$ cat src/rtl/x86dec_pkg.sv
// Shared types, codes and opcode classification for the x86 subset decoder.
package x86dec_pkg;

	localparam int QUEUE_DEPTH = 4;
	localparam int OUT_W       = 80;

	localparam logic [2:0] FORM_REGRM   = 3'd0;
	localparam logic [2:0] FORM_IMM_RM  = 3'd1;
	localparam logic [2:0] FORM_IMM_REG = 3'd2;
	localparam logic [2:0] FORM_IMM_ACC = 3'd3;
	localparam logic [2:0] FORM_MEM_ACC = 3'd4;
	localparam logic [2:0] FORM_ACC_MEM = 3'd5;
	localparam logic [2:0] FORM_JUMP    = 3'd6;
	localparam logic [2:0] FORM_UNKNOWN = 3'd7;

	localparam logic [2:0] KIND_MOV  = 3'd0;
	localparam logic [2:0] KIND_ADD  = 3'd1;
	localparam logic [2:0] KIND_SUB  = 3'd2;
	localparam logic [2:0] KIND_CMP  = 3'd3;
	localparam logic [2:0] KIND_JUMP = 3'd4;

	localparam logic [1:0] STATUS_OK          = 2'd0;
	localparam logic [1:0] STATUS_UNKNOWN     = 2'd1;
	localparam logic [1:0] STATUS_UNSUPPORTED = 2'd2;

	localparam logic [2:0] GRP_ADD = 3'd0;
	localparam logic [2:0] GRP_SUB = 3'd5;
	localparam logic [2:0] GRP_CMP = 3'd7;

	typedef struct packed {
		logic [15:0] addr;
		logic [7:0]  opcode;
		logic [7:0]  modrm;
		logic [15:0] disp;
		logic [15:0] imm;
		logic        unknown;
	} rec_t;

	function automatic logic [2:0] form_of(input logic [7:0] op);
		logic [2:0] f;
		f = FORM_UNKNOWN;
		if (op[7:2] == 6'b100010 || op[7:2] == 6'b000000 ||
				op[7:2] == 6'b001010 || op[7:2] == 6'b001110)
			f = FORM_REGRM;
		else if (op[7:1] == 7'b1100011 || op[7:2] == 6'b100000)
			f = FORM_IMM_RM;
		else if (op[7:1] == 7'b1010000)
			f = FORM_MEM_ACC;
		else if (op[7:1] == 7'b0000010 || op[7:1] == 7'b0010110 ||
				op[7:1] == 7'b0011110)
			f = FORM_IMM_ACC;
		else if (op[7:4] == 4'b1011)
			f = FORM_IMM_REG;
		else if (op[7:1] == 7'b1010001)
			f = FORM_ACC_MEM;
		else if (op[7:4] == 4'b0111 || op[7:2] == 6'b111000)
			f = FORM_JUMP;
		return f;
	endfunction

	function automatic logic is_group(input logic [7:0] op);
		return op[7:2] == 6'b100000;
	endfunction

	function automatic logic [1:0] imm_len(input logic [7:0] op);
		logic [1:0] n;
		case (form_of(op))
			FORM_IMM_RM: begin
				if (is_group(op) && op[1])
					n = 2'd1;
				else
					n = op[0] ? 2'd2 : 2'd1;
			end
			FORM_IMM_REG: n = op[3] ? 2'd2 : 2'd1;
			FORM_IMM_ACC: n = op[0] ? 2'd2 : 2'd1;
			default:      n = 2'd0;
		endcase
		return n;
	endfunction

	function automatic logic [1:0] disp_len(input logic [7:0] modrm);
		logic [1:0] n;
		case (modrm[7:6])
			2'd0:    n = (modrm[2:0] == 3'd6) ? 2'd2 : 2'd0;
			2'd1:    n = 2'd1;
			2'd2:    n = 2'd2;
			default: n = 2'd0;
		endcase
		return n;
	endfunction

	function automatic logic [15:0] sext8(input logic [7:0] b);
		return {{8{b[7]}}, b};
	endfunction

endpackage

$ cat src/rtl/x86dec_front.sv
// Byte collector: phase machine that gathers one instruction and pushes a raw record.
module x86dec_front import x86dec_pkg::*; (
	input  logic        clk,
	input  logic        arst_n,
	input  logic        byte_valid,
	input  logic [7:0]  code_byte,
	input  logic        queue_full,
	output logic        byte_ready,
	input  logic        cfg_load,
	input  logic [15:0] load_address,
	output logic        push,
	output rec_t        push_rec
);

	localparam logic [2:0] PH_OPCODE = 3'd0;
	localparam logic [2:0] PH_MODRM  = 3'd1;
	localparam logic [2:0] PH_DISP   = 3'd2;
	localparam logic [2:0] PH_IMM    = 3'd3;
	localparam logic [2:0] PH_JUMP   = 3'd4;

	logic [2:0]  phase_q, phase_d;
	logic        halted_q, halted_d;
	logic [1:0]  left_q, left_d;
	logic [15:0] pos_q;
	logic [15:0] start_q, start_d;
	logic [7:0]  op_q, op_d;
	logic [7:0]  modrm_q, modrm_d;
	logic [15:0] disp_q, disp_d;
	logic [15:0] imm_q, imm_d;
	logic        take;
	logic        unk_d;
	logic [15:0] pos_inc;
	logic [1:0]  dec;
	logic [2:0]  f;

	assign byte_ready = !queue_full || halted_q;
	assign take       = byte_valid && byte_ready && !halted_q;
	assign pos_inc    = pos_q + 16'd1;
	assign dec        = (left_q != 2'd0) ? left_q - 2'd1 : 2'd0;

	always_comb begin
		phase_d  = phase_q;
		halted_d = halted_q;
		left_d   = left_q;
		start_d  = start_q;
		op_d     = op_q;
		modrm_d  = modrm_q;
		disp_d   = disp_q;
		imm_d    = imm_q;
		unk_d    = 1'b0;
		push     = 1'b0;
		f        = form_of(code_byte);
		if (take) begin
			case (phase_q)
				PH_MODRM: begin
					modrm_d = code_byte;
					if (disp_len(code_byte) != 2'd0) begin
						phase_d = PH_DISP;
						left_d  = disp_len(code_byte);
					end else if (imm_len(op_q) != 2'd0) begin
						phase_d = PH_IMM;
						left_d  = imm_len(op_q);
					end else begin
						phase_d = PH_OPCODE;
						push    = 1'b1;
					end
				end
				PH_DISP: begin
					disp_d = {code_byte, disp_q[15:8]};
					left_d = dec;
					if (dec == 2'd0) begin
						if (form_of(op_q) == FORM_MEM_ACC || form_of(op_q) == FORM_ACC_MEM ||
								imm_len(op_q) == 2'd0) begin
							phase_d = PH_OPCODE;
							push    = 1'b1;
						end else begin
							phase_d = PH_IMM;
							left_d  = imm_len(op_q);
						end
					end
				end
				PH_IMM: begin
					imm_d  = {code_byte, imm_q[15:8]};
					left_d = dec;
					if (dec == 2'd0) begin
						phase_d = PH_OPCODE;
						push    = 1'b1;
					end
				end
				PH_JUMP: begin
					imm_d   = pos_inc + sext8(code_byte);
					phase_d = PH_OPCODE;
					push    = 1'b1;
				end
				default: begin
					start_d = pos_q;
					op_d    = code_byte;
					modrm_d = 8'd0;
					disp_d  = 16'd0;
					imm_d   = 16'd0;
					left_d  = 2'd0;
					phase_d = PH_OPCODE;
					case (f)
						FORM_UNKNOWN: begin
							halted_d = 1'b1;
							unk_d    = 1'b1;
							push     = 1'b1;
						end
						FORM_REGRM, FORM_IMM_RM: phase_d = PH_MODRM;
						FORM_MEM_ACC, FORM_ACC_MEM: begin
							phase_d = PH_DISP;
							left_d  = 2'd2;
						end
						FORM_JUMP: phase_d = PH_JUMP;
						default: begin
							phase_d = PH_IMM;
							left_d  = imm_len(code_byte);
						end
					endcase
				end
			endcase
		end
	end

	assign push_rec = '{addr: start_d, opcode: op_d, modrm: modrm_d, disp: disp_d,
		imm: imm_d, unknown: unk_d};

	always_ff @(posedge clk or negedge arst_n) begin
		if (!arst_n) begin
			phase_q  <= PH_OPCODE;
			halted_q <= 1'b0;
			left_q   <= 2'd0;
			pos_q    <= 16'd0;
		end else begin
			phase_q  <= phase_d;
			halted_q <= halted_d;
			left_q   <= left_d;
			if (cfg_load)
				pos_q <= load_address;
			else if (take)
				pos_q <= pos_inc;
		end
	end

	always_ff @(posedge clk) begin
		start_q <= start_d;
		op_q    <= op_d;
		modrm_q <= modrm_d;
		disp_q  <= disp_d;
		imm_q   <= imm_d;
	end

`ifndef SYNTHESIS
	a_halt_sticky: assert property (@(posedge clk) disable iff (!arst_n)
		halted_q |=> halted_q) else $error("halt released without reset");
	a_push_on_take: assert property (@(posedge clk) disable iff (!arst_n)
		push |-> take) else $error("record pushed without a byte");
	a_no_push_halted: assert property (@(posedge clk) disable iff (!arst_n)
		halted_q |-> !push) else $error("record pushed while halted");
`endif

endmodule

$ cat src/rtl/x86dec_queue.sv
// Small register queue of raw instruction records between collector and formatter.
module x86dec_queue import x86dec_pkg::*; #(
	parameter int Depth = QUEUE_DEPTH
) (
	input  logic clk,
	input  logic arst_n,
	input  logic push,
	input  rec_t push_rec,
	input  logic pop,
	output rec_t head,
	output logic empty,
	output logic full
);

	localparam int PW = $clog2(Depth);
	localparam int CW = $clog2(Depth + 1);
	localparam logic [PW-1:0] LAST = PW'(Depth - 1);

	rec_t          mem_q [Depth];
	logic [PW-1:0] wr_q, rd_q;
	logic [CW-1:0] cnt_q;

	assign empty = (cnt_q == '0);
	assign full  = (cnt_q == CW'(Depth));
	assign head  = mem_q[rd_q];

	always_ff @(posedge clk or negedge arst_n) begin
		if (!arst_n) begin
			wr_q  <= '0;
			rd_q  <= '0;
			cnt_q <= '0;
		end else begin
			if (push)
				wr_q <= (wr_q == LAST) ? '0 : wr_q + 1'b1;
			if (pop)
				rd_q <= (rd_q == LAST) ? '0 : rd_q + 1'b1;
			if (push && !pop)
				cnt_q <= cnt_q + 1'b1;
			else if (pop && !push)
				cnt_q <= cnt_q - 1'b1;
		end
	end

	always_ff @(posedge clk) begin
		if (push)
			mem_q[wr_q] <= push_rec;
	end

`ifndef SYNTHESIS
	a_no_overflow: assert property (@(posedge clk) disable iff (!arst_n)
		push |-> !full) else $error("queue overflow");
	a_no_underflow: assert property (@(posedge clk) disable iff (!arst_n)
		pop |-> !empty) else $error("queue underflow");
	a_count_bound: assert property (@(posedge clk) disable iff (!arst_n)
		cnt_q <= CW'(Depth)) else $error("queue count out of range");
`endif

endmodule

$ cat src/rtl/x86dec_back.sv
// Record formatter: decodes a raw record into output fields and holds the output word.
module x86dec_back import x86dec_pkg::*; (
	input  logic             clk,
	input  logic             arst_n,
	input  rec_t             head,
	input  logic             empty,
	output logic             pop,
	output logic             out_valid,
	input  logic             out_ready,
	output logic [OUT_W-1:0] out_data
);

	logic [2:0]  f, kind, reg_f, rm_f;
	logic [1:0]  mode, status;
	logic        w, d;
	logic [15:0] disp, val;
	logic [7:0]  op;
	logic        valid_q;
	logic [OUT_W-1:0] data_q;

	assign op = head.opcode;

	always_comb begin
		f      = form_of(op);
		kind   = KIND_MOV;
		status = STATUS_OK;
		w      = op[0];
		d      = 1'b0;
		mode   = 2'd0;
		reg_f  = 3'd0;
		rm_f   = 3'd0;
		disp   = 16'd0;
		val    = 16'd0;
		case (imm_len(op))
			2'd1: begin
				if (f == FORM_IMM_RM && is_group(op) && op[1])
					val = sext8(head.imm[15:8]);
				else
					val = {8'd0, head.imm[15:8]};
			end
			2'd2:    val = head.imm;
			default: val = 16'd0;
		endcase
		if (f == FORM_REGRM || f == FORM_IMM_RM) begin
			mode  = head.modrm[7:6];
			reg_f = head.modrm[5:3];
			rm_f  = head.modrm[2:0];
			if (head.modrm[7:6] == 2'd1)
				disp = sext8(head.disp[15:8]);
			else if (disp_len(head.modrm) == 2'd2)
				disp = head.disp;
		end
		case (f)
			FORM_REGRM: begin
				d = op[1];
				case (op[7:2])
					6'b000000: kind = KIND_ADD;
					6'b001010: kind = KIND_SUB;
					6'b001110: kind = KIND_CMP;
					default:   kind = KIND_MOV;
				endcase
			end
			FORM_IMM_RM: begin
				if (is_group(op)) begin
					case (head.modrm[5:3])
						GRP_ADD: kind = KIND_ADD;
						GRP_SUB: kind = KIND_SUB;
						GRP_CMP: kind = KIND_CMP;
						default: status = STATUS_UNSUPPORTED;
					endcase
				end
			end
			FORM_IMM_REG: begin
				w     = op[3];
				reg_f = op[2:0];
			end
			FORM_IMM_ACC: begin
				case (op[7:1])
					7'b0000010: kind = KIND_ADD;
					7'b0010110: kind = KIND_SUB;
					default:    kind = KIND_CMP;
				endcase
			end
			FORM_MEM_ACC, FORM_ACC_MEM: disp = head.disp;
			FORM_JUMP: begin
				kind = KIND_JUMP;
				w    = 1'b0;
				val  = head.imm;
			end
			default: ;
		endcase
		if (head.unknown) begin
			f      = FORM_REGRM;
			kind   = KIND_MOV;
			status = STATUS_UNKNOWN;
			w      = 1'b0;
			d      = 1'b0;
			mode   = 2'd0;
			reg_f  = 3'd0;
			rm_f   = 3'd0;
			disp   = 16'd0;
			val    = 16'd0;
		end
	end

	assign pop       = !empty && (!valid_q || out_ready);
	assign out_valid = valid_q;
	assign out_data  = data_q;

	always_ff @(posedge clk or negedge arst_n) begin
		if (!arst_n)
			valid_q <= 1'b0;
		else if (!valid_q || out_ready)
			valid_q <= !empty;
	end

	always_ff @(posedge clk) begin
		if (pop)
			data_q <= {6'd0, status, val, disp, rm_f, reg_f, mode, d, w, f, kind, op, head.addr};
	end

endmodule

$ cat src/rtl/x86_16bit_instruction_decoder.sv
// Top level of the byte-serial x86 subset instruction decoder.
// Takes one code byte per cycle on s_axis and emits one 80-bit decoded record on m_axis for
// each completed MOV/ADD/SUB/CMP or conditional jump/loop. The byte collector accepts a byte
// every cycle as long as its record queue (QueueDepth entries) has room; a formatter drains
// the queue into a registered output word, so a record passes through a queue entry and the
// output register before it reaches m_axis. An unknown opcode yields one record with status 1,
// after which bytes are still accepted but dropped until reset. cfg_data loads the address of
// the next stream byte, and cfg_ready is always high.
module x86_16bit_instruction_decoder import x86dec_pkg::*; #(
	parameter int QueueDepth = QUEUE_DEPTH
) (
	input  logic             clk,
	input  logic             arst_n,
	input  logic             s_axis_tvalid,
	output logic             s_axis_tready,
	input  logic [7:0]       s_axis_tdata,  // code_byte
	output logic             m_axis_tvalid,
	input  logic             m_axis_tready,
	// instr_address, opcode_byte, op_kind, form, word_flag, reg_is_dest, mode, reg_field,
	// rm_field, displacement, value, status, zero padding
	output logic [OUT_W-1:0] m_axis_tdata,
	input  logic             cfg_valid,
	output logic             cfg_ready,
	input  logic [15:0]      cfg_data       // load_address
);

	logic push, pop, empty, full;
	rec_t push_rec, head;

	assign cfg_ready = 1'b1;

	x86dec_front u_front (
		.clk          (clk),
		.arst_n       (arst_n),
		.byte_valid   (s_axis_tvalid),
		.code_byte    (s_axis_tdata),
		.queue_full   (full),
		.byte_ready   (s_axis_tready),
		.cfg_load     (cfg_valid),
		.load_address (cfg_data),
		.push         (push),
		.push_rec     (push_rec)
	);

	x86dec_queue #(.Depth(QueueDepth)) u_queue (
		.clk      (clk),
		.arst_n   (arst_n),
		.push     (push),
		.push_rec (push_rec),
		.pop      (pop),
		.head     (head),
		.empty    (empty),
		.full     (full)
	);

	x86dec_back u_back (
		.clk       (clk),
		.arst_n    (arst_n),
		.head      (head),
		.empty     (empty),
		.pop       (pop),
		.out_valid (m_axis_tvalid),
		.out_ready (m_axis_tready),
		.out_data  (m_axis_tdata)
	);

endmodule

$ cat config.mk
export PLATFORM = sky130hd
export DESIGN_NAME = x86_16bit_instruction_decoder
export DESIGN_NICKNAME = d
export VERILOG_FILES = /design/src/rtl/x86dec_pkg.sv /design/src/rtl/x86dec_front.sv /design/src/rtl/x86dec_queue.sv /design/src/rtl/x86dec_back.sv /design/src/rtl/x86_16bit_instruction_decoder.sv
export SDC_FILE = /design/constraint.sdc
export NUM_CORES = 1
export LEC_CHECK = 0
export BUFFER_PORTS_ARGS = -buffer_cell sky130_fd_sc_hd__buf_4
export CORE_MARGIN = 1.5
export CORE_UTILIZATION = 39
export DETAILED_ROUTE_END_ITERATION = 8
export GPL_TIMING_DRIVEN = 0
export SLEW_MARGIN = 20
export SYNTH_ARGS = -nofsm -noshare
export SYNTH_HDL_FRONTEND = slang
export SYNTH_HIERARCHICAL = 1
export SYNTH_SLANG_ARGS = --single-unit
$ cat constraint.sdc
create_clock -name clk -period 8.5 [get_ports clk]
set_input_delay 1.275 -clock clk [delete_from_list [all_inputs] [get_ports clk]]
set_output_delay 1.275 -clock clk [all_outputs]
set_load 0.05 [all_outputs]
-- Word-level counts from Yosys, hierarchy flattened
Memories as Yosys holds them, arrays and structs flattened.
Index checks and enable logic that the tools add are counted.
- memories kept: 1
- RAM bits: 260
- input port bits: 29
- output and inout bits: 83
- word-level logic and storage cells: 321
- bits in registers: 168
- reductions and logical operators: 74
- eq/ne operators: 88
- bitwise operators: 6
- muxes and demuxes: 127
- add/sub/neg operators: 7
- memories (memory ; words ; width ; rd ports ; clocked after Yosys merged registers in ; wr ports ; line ; RTL):
    u_queue.mem_q ; 4 ; 65 ; 1 ; 0 ; 1 ; x86dec_queue.sv:19 ; rec_t mem_q [Depth];
- operators with widths (operator ; count):
    $mux W16 ; 12
    $mux W3 ; 41
    $mux W2 ; 33
    $pmux W16 S2 ; 2
    $eq A7 B7 Y1 const B ; 9
    $eq A6 B6 Y1 const B ; 9
    $pmux W2 S3 ; 9
    $pmux W16 S3 ; 1
    $eq A3 B3 Y1 const B ; 15
    $eq A3 B2 Y1 const B ; 14
    $eq A7 B5 Y1 const B ; 6
    $eq A6 B4 Y1 const B ; 6
    $pmux W3 S4 ; 3
    $logic_or A1 B1 Y1 ; 26
    $eq A3 B1 Y1 const B ; 8
    $mux W8 ; 3
    $eq A7 B2 Y1 const B ; 3
    $logic_not A6 Y1 ; 3
    $add A16 B1 Y16 const B ; 1
    $add A16 B16 Y16 ; 1
    $mux W1 ; 16
    $pmux W8 S2 ; 1
    $eq A2 B2 Y1 const B ; 6
    $eq A4 B3 Y1 const B ; 3
    other kinds (23) ; 71

-- Depth between registers and ports, before layout
Gate-level depths: netlist (run 1).
- word-level depth: 28
- mapped depth: 15
- depth with buffers taken out: 12

-- Modules after synthesis
Netlist (run 1), hierarchy kept.
- modules (own cells, without submodules) (module ; area each (µm²) ; times used ; sequential area each (µm²) ; cells each):
    x86dec_queue ; 9829.4 ; 1 ; 7982.7 ; 377
    x86dec_front ; 5197.5 ; 1 ; 1831.8 ; 627
    x86dec_back ; 3382.0 ; 1 ; 2247.2 ; 243
    x86_16bit_instruction_decoder ; 11.3 ; 1 ; 0.0 ; 2

-- Worst setup path after synthesis (run 1)
OpenSTA, ideal clock, no wires.
- kind: input to register
- start: in m_axis_tready
- end: reg u_queue.cnt_q[1]
- cell stages on the path: 7
- data required time: 8.375 ns
- arrival: 6.284 ns
- path buffers: 0
- path slack: 2.092 ns
- setup time: 0.125 ns
- cells stage by stage: inv_1 > a21oi_1 > inv_1 > ha_1 > inv_1 > fa_1 > mux2_2
- word-level cells in the longest chain between the ends: 5
- elaborated cells between the ends (all ways): 7
- those cells by class: 1 x mux; 6 x reduce/logical
- RTL lines (item ; line ; RTL):
    start, declared ; x86_16bit_instruction_decoder.sv:18 ; input logic m_axis_tready,
    $logic_or A1 B1 Y1 * ; x86dec_back.sv:106 ; assign pop = !empty && (!valid_q || out_ready);
    $logic_and A1 B1 Y1 * ; x86dec_back.sv:106 ;
    via pop ; x86_16bit_instruction_decoder.sv:27 ; logic push, pop, empty, full;
    $logic_not A1 Y1 ; x86dec_queue.sv:37 ; if (push && !pop)
    $logic_and A1 B1 Y1 ; x86dec_queue.sv:37 ;
    $mux W3 or $reduce_bool A2 Y1 (tied branches) ; n/a ;
    end signal, assigned ; x86dec_queue.sv:38 ; cnt_q <= cnt_q + 1'b1;
    end signal, assigned ; x86dec_queue.sv:40 ; cnt_q <= cnt_q - 1'b1;
    end, declared ; x86dec_queue.sv:21 ; logic [CW-1:0] cnt_q;
The timed path passes the listed nets; every way through them passes the cells marked *.
A chain may end at the register's enable or synchronous reset.

==> results of run 1 <==
-- how the worst max path moves through the flow --
stage | from | endpoint | slack, ns | depth (start not counted)
3_5_place_dp | u_queue/rd_q[1] | u_back/out_data[56] | 3.42 | 14
5_1_grt | u_queue/rd_q[1] | u_back/out_data[71] | 3.03 | 14
2_1_floorplan | m_axis_tready | u_queue/cnt_q[1] | 2.09 | 7
3_3_place_gp | m_axis_tready | u_queue/cnt_q[1] | -0.57 | 8
4_1_cts | u_queue/rd_q[1] | u_back/out_data[67] | 3.37 | 14
6_report | u_queue/rd_q[1] | u_back/out_data[67] | 3.37 | 14
-- sequential cells by signal (all words and copies together), names as in the netlist --
register          cells
u_queue/mem_q       260
u_back/out_data      74
u_front/disp_q       16
u_front/imm_q        16
u_front/pos_q        16
u_front/start_q      16
u_front/modrm_q       8
u_front/op_q          8
u_front/phase_q       3
u_queue/cnt_q         3
u_front/left_q        2
u_queue/rd_q          2
u_queue/wr_q          2
u_back/out_valid      1
u_front/halted_q      1
-- power by group --
group	internal (uW)	total, uW	switching, uW
clock network	1160	1980	824
logic	891	2530	1640
registers	2780	2920	139
total	4830	7430	2600
-- metal layers --
layer	vias to the layer above	GRT usage, %
li1	5171	-
met1	5519	24.8
met2	340	27.8
met3	86	3.31
met4	0	6.73
met5	-	0
-- layout by cell type (no fill, tap or decap), types with 6 or more instances in the layout --
cell | synthesis | routed
a21o_1 | 15 | 15
a21oi_1 | 28 | 27
a221o_1 | 7 | 7
a22o_1 | 27 | 27
a22oi_1 | 24 | 24
a31oi_1 | 8 | 8
and2_1 | 10 | 6
and3_1 | 14 | 14
buf_12 | 4 | 7
buf_2 | 21 | 21
buf_4 | 11 | 115
clkbuf_1 | 37 | 51
clkbuf_16 | 0 | 46
clkbuf_8 | 0 | 6
clkinv_2 | 0 | 6
conb_1 | 2 | 7
dfrtp_1 | 30 | 30
dfxtp_1 | 64 | 64
edfxtp_1 | 334 | 334
ha_1 | 24 | 24
inv_1 | 35 | 35
mux2_2 | 24 | 24
mux4_2 | 65 | 65
nand2_1 | 82 | 82
nand2b_1 | 12 | 12
nand3_1 | 54 | 54
nand4_1 | 6 | 6
nor2_1 | 43 | 43
nor2b_1 | 12 | 12
nor3_1 | 24 | 24
nor3b_1 | 7 | 7
o2111ai_1 | 7 | 7
o21ai_0 | 53 | 53
o21ai_1 | 17 | 17
xnor2_1 | 21 | 21
xor2_1 | 23 | 23
-- cells by family after synthesis --
family | count (synthesis) | share of synthesized area (%)
buffers and inverters | 114 | 3.17
xor gates and xnor gates | 44 | 2.09
AOI/OAI and AO/OA | 244 | 9.35
other | 2 | 0.0408
and+or+nand+nor | 296 | 8.27
adders and majority gates | 26 | 1.85
DFF | 428 | 65.5
muxes | 95 | 9.75
-- worst max-delay path, cell delays in order, from the launching register on --
cell,delay [ns]
dfrtp_1,0.42
buf_2,0.33
buf_2,0.37
mux4_2,0.45
clkbuf_1,0.26
nor3_1,0.53
o21a_1,0.31
clkbuf_1,0.40
a21oi_1,0.16
o21a_1,0.20
ha_1,0.27
nand2b_1,0.14
a21oi_1,0.63
buf_2,0.33
a21o_1,0.15
-- per-stage QoR --
step | instances | power (uW) | hold WS (ns)
floorplan | 1254 | 4730 | 0.456
global placement | 1965 | 5450 | 0.473
detailed placement | 1973 | 5500 | 0.480
CTS | 2057 | 7510 | 0.491
global route | 2057 | 7790 | 0.507
finish | 2057 | 7430 | 0.491
-- cell type report --
cell class / instances / area, um^2
Fill cell: 4070 / 24900
Sequential cell: 428 / 12100
Multi-Input combinational cell: 712 / 5810
Clock buffer: 66 / 1290
Timing Repair Buffer: 112 / 966
Tap cell: 607 / 759
Buffer: 79 / 453
Clock inverter: 18 / 233
Inverter: 35 / 131
==> flow_summary_export.csv, run 1 <==
group,metric,value,unit
min_path,hold_path_class,"reg2reg",
synthesis,avgSynthCellArea,14.7,um^2
critical_path,worst_setup_path_end_kind,"register",
min_path,min_path_cells,1,
detailed_routing,drtAntennaViolNets,0,
sta,fmax,195,MHz
sta,setup_tns,0,ns
grt,grt_pass1_wl,65.0,mm
detailed_routing,drtIter0Drc,863,
detailed_routing,drt-met1-wl,19.4,mm
clock_tree,postCtsSetupRepairBufs,0,
detailed_routing,vias,11100,
floorplanning,rows,79,
sta,worst_slack,3.37,ns
clock_tree,ctsHoldBuffers,0,
synthesis,synth_common_cells,"edfxtp_1, nand2_1, mux4_2",
grt,grt_usage,17.8,%
flow_run,drv_cap,0,
grt,antenna_found_initial,0,
placement,place.gp.congestion,0.841,
sta,hold_viol,0,
synthesis,synth-seq-cells,428,
detailed_routing,drc,0,
finish,nets,1468,
sta,drv_slew,0,
clock_tree,cts_tree,"built",
detailed_routing,wl_per_cell,20.8,um
critical_path,rr_startpoint,"u_queue/rd_q[1]",
detailed_routing,route.met2.wl,19.6,mm
floorplanning,io_pins,112,
grt,grt-ovfl-total,0,
clock_tree,insertion_delay,0.59,ns
finish,diodes,0,
finish,syn2layout_area_growth,17.8,%
grt,grt_max_degree,45,
clock_tree,h-tree-depth,2,
finish,fin_area,21700,um^2
min_path,hold_end,"u_queue/cnt_q[2]",
sta,finalCritPeriodShare,60.4,%
synthesis,ys.warnings.count,6,
clock_tree,cts.repair.resized,0,
detailed_routing,routed.top_layer,"met4",
synthesis,synth_cells,1249,
clock_tree,cts_buffers,45,
synthesis,synth_top_area_share,54.4,%
critical_path,path_class,"reg2reg",
placement,place_ws,3.42,ns
finish,final_util,46.6,%
placement,postPlaceCellArea,20200,um^2
clock_tree,clock-sinks,428,
synthesis,async_flop_share,7.01,%
finish,drive_above_1_share,23.1,%
placement,io_buffer_count,104,
synthesis,synth_most_common_cell,"edfxtp_1",
critical_path,reg2reg_depth,14,
floorplanning,core,46600,um^2
critical_path,worst-endpoint-arrival,5.57,ns
synthesis,synth_top_area_cell,"edfxtp_1",
floorplanning,die_width,220,um
status,status,"finished, final reports clean",
detailed_routing,first_pass_iters,5,
clock_tree,clk_path_buf_depth,3,
pwr,ir_drop,0.223,mV
floorplanning,die_h,220,um
detailed_routing,met3WireLength,2.49,mm
critical_path,required,8.94,ns
synthesis,synth_edf_count,334,
clock_tree,clk_pin_slew,0.06,ns
sta,setup_violations,0,
sta,skew,0.0323,ns
detailed_routing,avgViaCountPerCell,5.40,
detailed_routing,routed_wirelength,42.8,mm
synthesis,ys_seq_area_share,65.5,%
synthesis,synthFlopType,"edfxtp_1",
sta,rsz0062_at_grt,"false",
grt,grt_pass1_vias,11000,
critical_path,r2r_slack,3.37,ns
placement,hpwl,29.4,mm
floorplanning,dieArea,48500,um^2
synthesis,yosysUniqueCellTypes,86,
sta,slew_headroom,32.3,%
synthesis,synthesis.area,18400,um^2
floorplanning,initial_utilization,39.6,%
sta,worst_slew_pin_slew,1.01,ns
critical_path,crit_fanout,10,
synthesis,synth.area.top_cells,"edfxtp_1, mux4_2, dfxtp_1",
critical_path,reg2reg_to,"u_back/out_data[67]",
min_path,hp-start,"u_queue/cnt_q[2]",
critical_path,start_kind,"register",
pwr,powerDensity,342,nW/um^2
pwr,static-leakage-power,0.00783,uW
sta,post-route-min-period,5.13,ns
clock_tree,cts_root_buf,"clkbuf_16",
(Power assumes the default switching activity.)
==> run 2, diff against run 1 <==
==> constraint.sdc (replaced) <==
create_clock -name clk -period 5.3 [get_ports clk]
set_input_delay 0.795 -clock clk [delete_from_list [all_inputs] [get_ports clk]]
set_output_delay 0.795 -clock clk [all_outputs]
set_load 0.05 [all_outputs]
==> flow_summary_export.csv, run 2 (synthesis results as in run 1) <==
group,metric,value,unit
status,status,"finished, final reports clean",
critical_path,path_class,"reg2reg",
clock_tree,cts_buffers,47,
critical_path,r2r_slack,0.40,ns
floorplanning,die_h,220,um
floorplanning,rows,79,
placement,dp_cells,1973,
pwr,p_sw,4170,uW
floorplanning,initial_utilization,39.6,%
clock_tree,clk_pin_slew,0.06,ns
pwr,internal_power,7790,uW
sta,rsz0062_at_grt,"false",
pwr,finalPower,12000,uW
finish,drive_above_1_share,23.2,%
detailed_routing,drtAntennaViolNets,0,
min_path,hold_path_class,"in2async",
finish,syn2layout_area_growth,18.1,%
grt,grt_max_degree,46,
grt,grt_pass1_vias,11200,
finish,regMostFlops,"u_queue/mem_q",
finish,multi_input_area,5830,um^2
pwr,p_seq_share,39.1,%
sta,drv_slew,0,
clock_tree,cts_tree,"built",
pwr,p_comb_share,34.0,%
sta,setup_violations,0,
sta,setup_tns,0,ns
detailed_routing,first_pass_iters,6,
placement,io_buffer_count,104,
critical_path,required,5.73,ns
sta,skew,0.0275,ns
critical_path,rr_startpoint,"u_queue/rd_q[1]",
flow_run,drv_cap,0,
finish,nets,1470,
grt,grt_usage,17.9,%
detailed_routing,drc,0,
clock_tree,cts_root_buf,"clkbuf_16",
critical_path,crit_fanout,10,
sta,finalCritPeriodShare,92.4,%
floorplanning,die_width,220,um
detailed_routing,avgViaCountPerCell,5.44,
finish,final_common_cell,"edfxtp_1",
grt,grt-ovfl-total,0,
sta,slew_headroom,40.2,%
clock_tree,h-tree-depth,2,
finish,regArea,12100,um^2
critical_path,start_kind,"register",
clock_tree,insertion_delay,0.58,ns
detailed_routing,vias,11200,
floorplanning,io_pins,112,
finish,finish.cell_count_without_fillers,2062,
finish,mostFrequentLayoutCells,"edfxtp_1, buf_4, nand2_1, mux4_2, dfxtp_1",
sta,post-route-min-period,4.90,ns
grt,grt_pass1_wl,65.2,mm
placement,place.gp.congestion,0.861,
floorplanning,core,46600,um^2
pwr,power.share.switching,34.9,%
clock_tree,postCtsSetupRepairBufs,0,
detailed_routing,drtIter0Drc,942,
critical_path,worst_setup_path_end_kind,"register",
clock_tree,clock-sinks,428,
placement,hpwl,29.3,mm
finish,largest_reg_flops,260,
detailed_routing,wl_per_cell,20.9,um
grt,antenna_found_initial,0,
critical_path,reg2reg_to,"u_back/out_data[62]",
sta,hold_viol,0,
pwr,powerDensity,550,nW/um^2
pwr,static-leakage-power,0.00786,uW
pwr,ir_drop,0.408,mV
sta,worst_slew_pin_slew,0.892,ns
finish,fillers,4092,
detailed_routing,routed_wirelength,43.0,mm
pwr,p_clk_share,26.9,%
clock_tree,clk_path_buf_depth,3,
critical_path,reg2reg_depth,13,
sta,fmax,204,MHz
critical_path,worst-endpoint-arrival,5.33,ns
floorplanning,dieArea,48500,um^2
==> run 2: power by group through the flow <==
stage / Sequential, uW / Clock [uW] / Combinational [uW]
3_3_place_gp: 4770 / 0 / 3950
5_1_grt: 4740 / 3420 / 4370
4_1_cts: 4690 / 3300 / 4090
6_report: 4680 / 3220 / 4060
3_5_place_dp: 4750 / 0 / 4080
2_1_floorplan: 5470 / 0 / 2100
==> run 2: repair_timing <==
action | in CTS | in global routing
setup endpoints to repair | 0 | 10
resized for setup | 0 | 2
hold buffers | 0 | 0
==> run 2: worst max path at each step <==
stage | from | to | slack [ns] | depth (start not counted)
final | u_queue/rd_q[1] | u_back/out_data[62] | 0.40 | 13
after global routing | u_queue/rd_q[1] | u_back/out_data[62] | 0.04 | 13
after CTS | u_queue/rd_q[1] | u_back/out_data[57] | 0.17 | 14
after detailed placement | u_queue/rd_q[1] | u_back/out_data[57] | 0.19 | 14
after global placement | s_axis_tvalid | u_queue/mem_q[0][9] | -1.11 | 7
after floorplan | m_axis_tready | u_queue/cnt_q[1] | 1.12 | 7
==> run 2: layout make-up <==
type / instances / share of cell area [%]
multi-input cells: 712 / 26.8
repair buffers: 112 / 4.48
flip-flops and latches: 428 / 55.5
clock inverters: 17 / 0.932
diodes: 1 / 0.0115
clock buffers: 71 / 6.14
inverters: 35 / 0.604
well taps: 607 / 3.49
plain buffers: 79 / 2.08
==> run 2: routing by layer <==
metal,wire (um),vias up,GRT usage [%]
li1,-,5186,-
met1,19300,5554,24.5
met2,19900,395,28.3
met3,2810,79,3.73
met4,1100,0,5.92
met5,0,-,0
==> run 2: stage by stage <==
stage / cell area, um^2 / hold WS (ns) / utilization [%] / worst slack [ns]
5_1_grt: 21700 / 0.173 / 46.7 / 0.0366
6_report: 21800 / 0.155 / 46.7 / 0.400
3_3_place_gp: 20000 / 0.480 / 42.9 / -1.11
3_5_place_dp: 20200 / 0.478 / 43.4 / 0.193
2_1_floorplan: 18400 / 0.456 / - / 1.12
4_1_cts: 21700 / 0.149 / 46.7 / 0.165
==> run 2: worst max-delay path: stages (launching register included) <==
cell and delay (ns):
dfrtp_1 0.41, buf_2 0.34, buf_2 0.36, mux4_2 0.44, clkbuf_1 0.26, nor3_1 0.55, o21a_1 0.31, clkbuf_1 0.38
a21oi_1 0.16, o21a_1 0.20, ha_1 0.27, nand2b_1 0.21, nor3b_2 0.56, a22o_1 0.28
